==> src/rtl/assert_macros.svh <==
// -----------------------------------------------------------------------------
// assert_macros.svh
// Shorthand for clocked concurrent checks with a synchronous reset.
// -----------------------------------------------------------------------------
`ifndef ASSERT_MACROS_SVH
`define ASSERT_MACROS_SVH

// prop must hold at every rising edge outside reset
`define ASSERT_CLK(lbl, clk, rst, prop, msg) \
   lbl: assert property (@(posedge clk) disable iff (rst) (prop)) else $error(msg);

// cond must never be true at a rising edge outside reset
`define ASSERT_NEVER(lbl, clk, rst, cond, msg) \
   lbl: assert property (@(posedge clk) disable iff (rst) !(cond)) else $error(msg);

`endif

==> src/rtl/rrip_pkg.sv <==
// -----------------------------------------------------------------------------
// rrip_pkg
// Geometry, entry layout and shared helpers of the RRIP tag lookup.
// -----------------------------------------------------------------------------
`default_nettype none

package rrip_pkg;

   // geometry; SETS and BLOCK_BYTES are powers of two
   localparam int SETS         = 64;
   localparam int WAYS         = 8;
   localparam int BLOCK_BYTES  = 64;
   localparam int ADDR_BITS    = 48;
   localparam int DRAW_BITS    = 7;
   localparam int CNT_BITS     = 32;
   localparam int WAY_OUT_BITS = 3;

   localparam int OFFSET_BITS  = $clog2(BLOCK_BYTES);
   localparam int SET_BITS     = $clog2(SETS);
   localparam int SET_IDX_BITS = (SET_BITS > 0) ? SET_BITS : 1;
   localparam int WAY_BITS     = (WAYS > 1) ? $clog2(WAYS) : 1;
   localparam int TAG_BITS     = ADDR_BITS - OFFSET_BITS - SET_BITS;

   localparam logic [1:0] RRPV_MAX  = 2'd3;
   localparam logic [1:0] RRPV_NEAR = 2'd2;

   // configuration register indexes
   localparam logic CSR_POLICY_MODE  = 1'b0;
   localparam logic CSR_NEAR_PERCENT = 1'b1;

   localparam logic POLICY_SRRIP = 1'b0;

   typedef logic [SET_IDX_BITS-1:0] set_idx_type;
   typedef logic [TAG_BITS-1:0]     tag_type;
   typedef logic [WAY_BITS-1:0]     way_idx_type;

   typedef struct packed {
      tag_type    tag;
      logic       valid;
      logic [1:0] rrpv;
   } way_entry_type;

   typedef way_entry_type [WAYS-1:0] row_type;

   typedef struct packed {
      logic        hit;
      way_idx_type way;
      row_type     row;
   } lookup_result_type;

   function automatic set_idx_type set_of(input logic [ADDR_BITS-1:0] addr);
      logic [ADDR_BITS-1:0] block;
      block  = addr >> OFFSET_BITS;
      set_of = SET_IDX_BITS'(block % SETS);
   endfunction

   function automatic tag_type tag_of(input logic [ADDR_BITS-1:0] addr);
      logic [ADDR_BITS-1:0] block;
      block  = addr >> OFFSET_BITS;
      tag_of = TAG_BITS'(block / SETS);
   endfunction

endpackage

`default_nettype wire

==> src/rtl/rrip_way_ctrl.sv <==
// -----------------------------------------------------------------------------
// rrip_way_ctrl
// Tag compare, victim search with aging, and the updated row for write-back.
// -----------------------------------------------------------------------------
`default_nettype none

module rrip_way_ctrl
   import rrip_pkg::*;
(
   input  wire row_type                row_in,
   input  wire tag_type                tag,
   input  wire logic                   policy_mode,
   input  wire logic [DRAW_BITS-1:0]   near_insert_percent,
   input  wire logic [DRAW_BITS-1:0]   random_draw,
   output      lookup_result_type      result
);

   logic [WAYS-1:0] hit_vec;
   way_idx_type     hit_way;
   way_idx_type     victim_way;
   logic [1:0]      top_rrpv;
   logic [1:0]      age_by;
   logic [1:0]      insert_rrpv;
   row_type         aged_row;
   row_type         hit_row;

   always_comb begin
      hit_vec = '0;
      for (int w = 0; w < WAYS; w++) begin
         hit_vec[w] = row_in[w].valid && (row_in[w].tag == tag);
      end
   end

   // lowest way wins: scan downward so the last write is the lowest
   always_comb begin
      hit_way = '0;
      for (int w = WAYS - 1; w >= 0; w--) begin
         if (hit_vec[w]) begin
            hit_way = WAY_BITS'(w);
         end
      end
   end

   always_comb begin
      top_rrpv = 2'd0;
      for (int w = 0; w < WAYS; w++) begin
         if (row_in[w].rrpv > top_rrpv) begin
            top_rrpv = row_in[w].rrpv;
         end
      end
   end

   always_comb begin
      victim_way = '0;
      for (int w = WAYS - 1; w >= 0; w--) begin
         if (row_in[w].rrpv == top_rrpv) begin
            victim_way = WAY_BITS'(w);
         end
      end
   end

   assign age_by = RRPV_MAX - top_rrpv;

   always_comb begin
      if (policy_mode == POLICY_SRRIP) begin
         insert_rrpv = RRPV_NEAR;
      end else begin
         insert_rrpv = (random_draw < near_insert_percent) ? RRPV_NEAR : RRPV_MAX;
      end
   end

   always_comb begin
      aged_row = row_in;
      for (int w = 0; w < WAYS; w++) begin
         aged_row[w].rrpv = row_in[w].rrpv + age_by;
      end
      aged_row[victim_way].tag   = tag;
      aged_row[victim_way].valid = 1'b1;
      aged_row[victim_way].rrpv  = insert_rrpv;
   end

   always_comb begin
      hit_row               = row_in;
      hit_row[hit_way].rrpv = 2'd0;
   end

   always_comb begin
      result.hit = |hit_vec;
      result.way = (|hit_vec) ? hit_way : victim_way;
      result.row = (|hit_vec) ? hit_row : aged_row;
   end

endmodule

`default_nettype wire

==> config.mk <==
export PLATFORM = sky130hd
export DESIGN_NAME = rrip_way_ctrl
export DESIGN_NICKNAME = d
export VERILOG_FILES = /design/src/rtl/assert_macros.svh /design/src/rtl/rrip_pkg.sv /design/src/rtl/rrip_way_ctrl.sv
export SDC_FILE = /design/constraint.sdc
export NUM_CORES = 1
export LEC_CHECK = 0
export BUFFER_PORTS_ARGS = -buffer_cell sky130_fd_sc_hd__buf_4
export CAP_MARGIN = 20
export CORE_AREA = 2 2 263 265
export DETAILED_ROUTE_END_ITERATION = 10
export DIE_AREA = 0 0 265 267
export GPL_TIMING_DRIVEN = 0
export PLACE_DENSITY_LB_ADDON = 0.12
export SLEW_MARGIN = 25
export SYNTH_ARGS = -nofsm -noshare
export SYNTH_HDL_FRONTEND = slang
export SYNTH_SLANG_ARGS = --single-unit
==> constraint.sdc <==
create_clock -name vclk -period 12.48
set_input_delay 1.872 -clock vclk [all_inputs]
set_output_delay 1.872 -clock vclk [all_outputs]
set_load 0.01 [all_outputs]
Word level (Yosys, flattened, before mapping)
Index checks and enable logic that the tools add are counted.

storage, ports and cells
  flip-flop bits (word level) = 0
  input bits = 363
  output and inout bits = 316
  word-level logic and storage cells = 89

operators by class
  add/subtract/negate cells = 9
  $lt $le $gt $ge = 13
  equal/unequal tests = 16
  muxes and demuxes = 40
  reductions and logical operators = 11

operators with widths
  kind                   number
  $bwmux W312            4
  $demux W39 S3          4
  $mux W312              1
  $eq A36 B36 Y1         8
  $mux W3                18
  $mux W39               1
  $mux W2                10
  $add A2 B2 Y2          8
  $eq A2 B2 Y1           8
  $gt A2 B2 Y1           7
  $logic_and A1 B1 Y1    10
  $lt A3 B4 Y1 const B   2
  $reduce_or A8 Y1       1
  $lt A7 B7 Y1           1
  $ge A3 B1 Y1 const B   2
  $gt A2 B1 Y1 const B   1
  $mux W1                2
  $sub A2 B2 Y2 const A  1

Longest topological paths before layout
  word-level depth = 33
  depth in mapped cells = 47
  mapped depth without buffers = 46

Least setup slack after synthesis
OpenSTA, ideal clock, no wires.

  kind = input port to output port
  start point = in row_in[40] (netlist bit)
  end point = out result[163] (netlist bit)
  arrival = 10.128 ns
  data required time = 10.608 ns
  slack = 0.480 ns
  stages on the path = 45
  buffers on the path = 2
  path through = inv_1 > ha_1 > o21ba_2 > nor3_1 > nor2_1 > ha_1 > and3b_1 > a311oi_1 > o31ai_1 > or2_2 > ha_1 > inv_1 > o41ai_1 > a221oi_1 > ha_1 > inv_1 > o22ai_1 > mux2i_1 > [9 not listed] > a21oi_1 > nand2_1 > o31ai_1 > ha_1 > nor2b_1 > o21ai_0 > inv_1 > o41a_1 > ha_1 > nand2b_1 > a31o_1 > a222oi_1 > o21ai_1 > o22ai_2 > nor3b_1 > buf_6 > buf_4 > mux2_1

RTL lines
  element             line                 source
  start: declaration  rrip_way_ctrl.sv:10  input wire row_type row_in,
  end: declaration    rrip_way_ctrl.sv:15  output lookup_result_type result

==> results.cfg <==
[layout]
seqCellArea_um2 = 0
layout.nets = 2343
area_growth_pct = 88.6
drive_gt1_frac = 0.622
flops_and_latches = 0
fin_area_mm2 = 0.0197
fillers = 7409
n_clock_buffer = 0
utilization = 0.290

[worst_setup_path]
cp-end-kind = output port
crit_top_cell = ha_4
startpoint_type = primary input
arrival_ns = 10.58
cp_slowest_cell = o41a_4
crit_path_max_incr_delay_ns = 0.49
path_delay_family = compound AO/OA/AOI/OAI gates
setup.worst_path.class = in -> out
cp.required_ns = 10.61
cp_max_fo = 7
crit_buf_inv = 12

[placement]
hpwl_mm = 80.3
dp_slack_ns = -1.95
place_area_mm2 = 0.0164
place_congestion = 0.891
port_buffers = 643

[yosys]
synth.area.mux_share = 0.342
synth_xor_xnor_area_share = 0.236
synth.cell_area_mm2 = 0.0105
syn_inst = 1209
synth_fa_ha_area_frac = 0.0431
synth_compound_area_frac = 0.0607
syn_nets = 1608
synth_area_leaders = xor2_1 (16%), mux2_2 (15%), mux2_4 (13%)
synth_top_family_by_area = multiplexers
ys_top_cells_by_count = xor2_1 (195), mux2_2 (137), nor4_1 (88)
ys_types = 75
yosys_warnings = 0
synth_simple_gate_area_frac = 0.217
synth_top_area_cell = xor2_1
synth_seq_area_share = 0
yosysMostFrequentCell = xor2_1
synthDominantCellAreaShare = 0.163
syn_avg_cell_area_um2 = 8.64

[floorplan]
io_pins = 679
fp.coreArea_mm2 = 0.0680
fp.dieH_um = 267
dieArea_mm2 = 0.0708
die_w_um = 265
std_cell_rows = 96
start_util = 0.154

[sta]
final.setup.worst_slack_ns = 0.0290
fmax_mhz = 80.3
period_share = 0.998
hold_viol = 0
rsz0062_at_grt = yes
slew_headroom = 0.246
worst_pin_slew_ns = 1.12
fin_crit_ns = 12.45
final-max-slew-violation-count = 0
setup_viol = 0

[outcome]
status = finished, final reports clean

[global_route]
grt_max_degree = 11
grt_pass1_vias = 13900
overflow = 0
antenna_found_initial = 16
grt_pass1_wl_mm = 130
grt.total_usage = 0.273

[clock_network]
cts_hold_buf = 0

[route]
drcViolationCount = 0
ant_nets = 0
drt_iter0_markers = 1250
drtPass1Iterations = 5
vias = 13800
wire_per_inst_um = 37.0
wl_mm = 105
viasPerCell = 4.88

[min_path]
hold_depth = 3
hold_path.class = in -> out
min_to = result[2]
hp-start = row_in[2]

[job]
drv_cap = 0
==> stage by stage <==
step	std cells	setup TNS (ns)	hold WS, ns
finish	2829	0	4.04
global route	2826	-74.13	4.04
CTS	2761	0	4.04
detailed placement	2735	-385.99	4.04
global placement	2734	-331.43	4.03
floorplan	1209	0	3.85
==> cell families (layout without fill, tap and decap cells) <==
group | Yosys count | after routing
buf+inv | 147 | 880
mux | 289 | 289
xor+xnor | 282 | 282
simple gates | 367 | 367
other cells | 0 | 5
fa+ha+maj | 36 | 36
compound gates | 88 | 88
==> metal layers <==
layer / share of wire / vias up / global-route usage
li1: - / 5890 / -
met1: 0.42 / 6991 / 0.344
met2: 0.48 / 780 / 0.485
met3: 0.063 / 147 / 0.0423
met4: 0.036 / 4 / 0.0669
met5: 0.00022 / - / 0
==> worst max-delay path by stage <==
| stage | slack, ns | startpoint | depth (start not counted) | to |
|---|---|---|---|---|
| after CTS | 0.05 | row_in[40] | 50 | result[174] |
| after floorplan | 0.48 | row_in[40] | 45 | result[163] |
| final | 0.03 | row_in[1] | 50 | result[246] |
| after detailed placement | -1.95 | row_in[40] | 48 | result[176] |
| after global placement | -1.77 | row_in[40] | 48 | result[179] |
| after global routing | -0.36 | row_in[1] | 52 | result[157] |
==> what timing repair did <==
action	in CTS	in global routing
resized for setup	61	509
pin swaps	15	38
cloned	2	17
setup endpoints to repair	313	313
setup buffers	25	51
==> cell type report <==
cell class / instances / area (um^2) / area share
Multi-Input combinational cell: 1062 / 10300 / 0.525
Timing Repair Buffer: 737 / 6960 / 0.353
Tap cell: 882 / 1100 / 0.0560
Buffer: 103 / 1100 / 0.0558
Inverter: 40 / 178 / 0.00902
Antenna cell: 5 / 12.5 / 0.000635
==> cell usage in the layout, fill, tap and decap left out, drive strengths merged, types with 3 or more instances in the layout <==
| cell type | n |
|---|---|
| nand3 | 13 |
| or3 | 3 |
| clkbuf | 19 |
| a221oi | 5 |
| xor2 | 195 |
| nor4b | 8 |
| mux2 | 287 |
| nand2 | 47 |
| nor3 | 21 |
| o21ai | 25 |
| o211ai | 5 |
| ha | 36 |
| o31ai | 7 |
| nor2b | 9 |
| o22ai | 5 |
| nand4b | 3 |
| diode | 5 |
| a21oi | 9 |
| o2111ai | 3 |
| or2 | 9 |
| inv | 38 |
| nor3b | 5 |
| nand2b | 37 |
| or4 | 9 |
| a31oi | 3 |
| nor2 | 26 |
| xnor2 | 87 |
| nand4 | 70 |
| buf | 821 |
| nor4 | 95 |
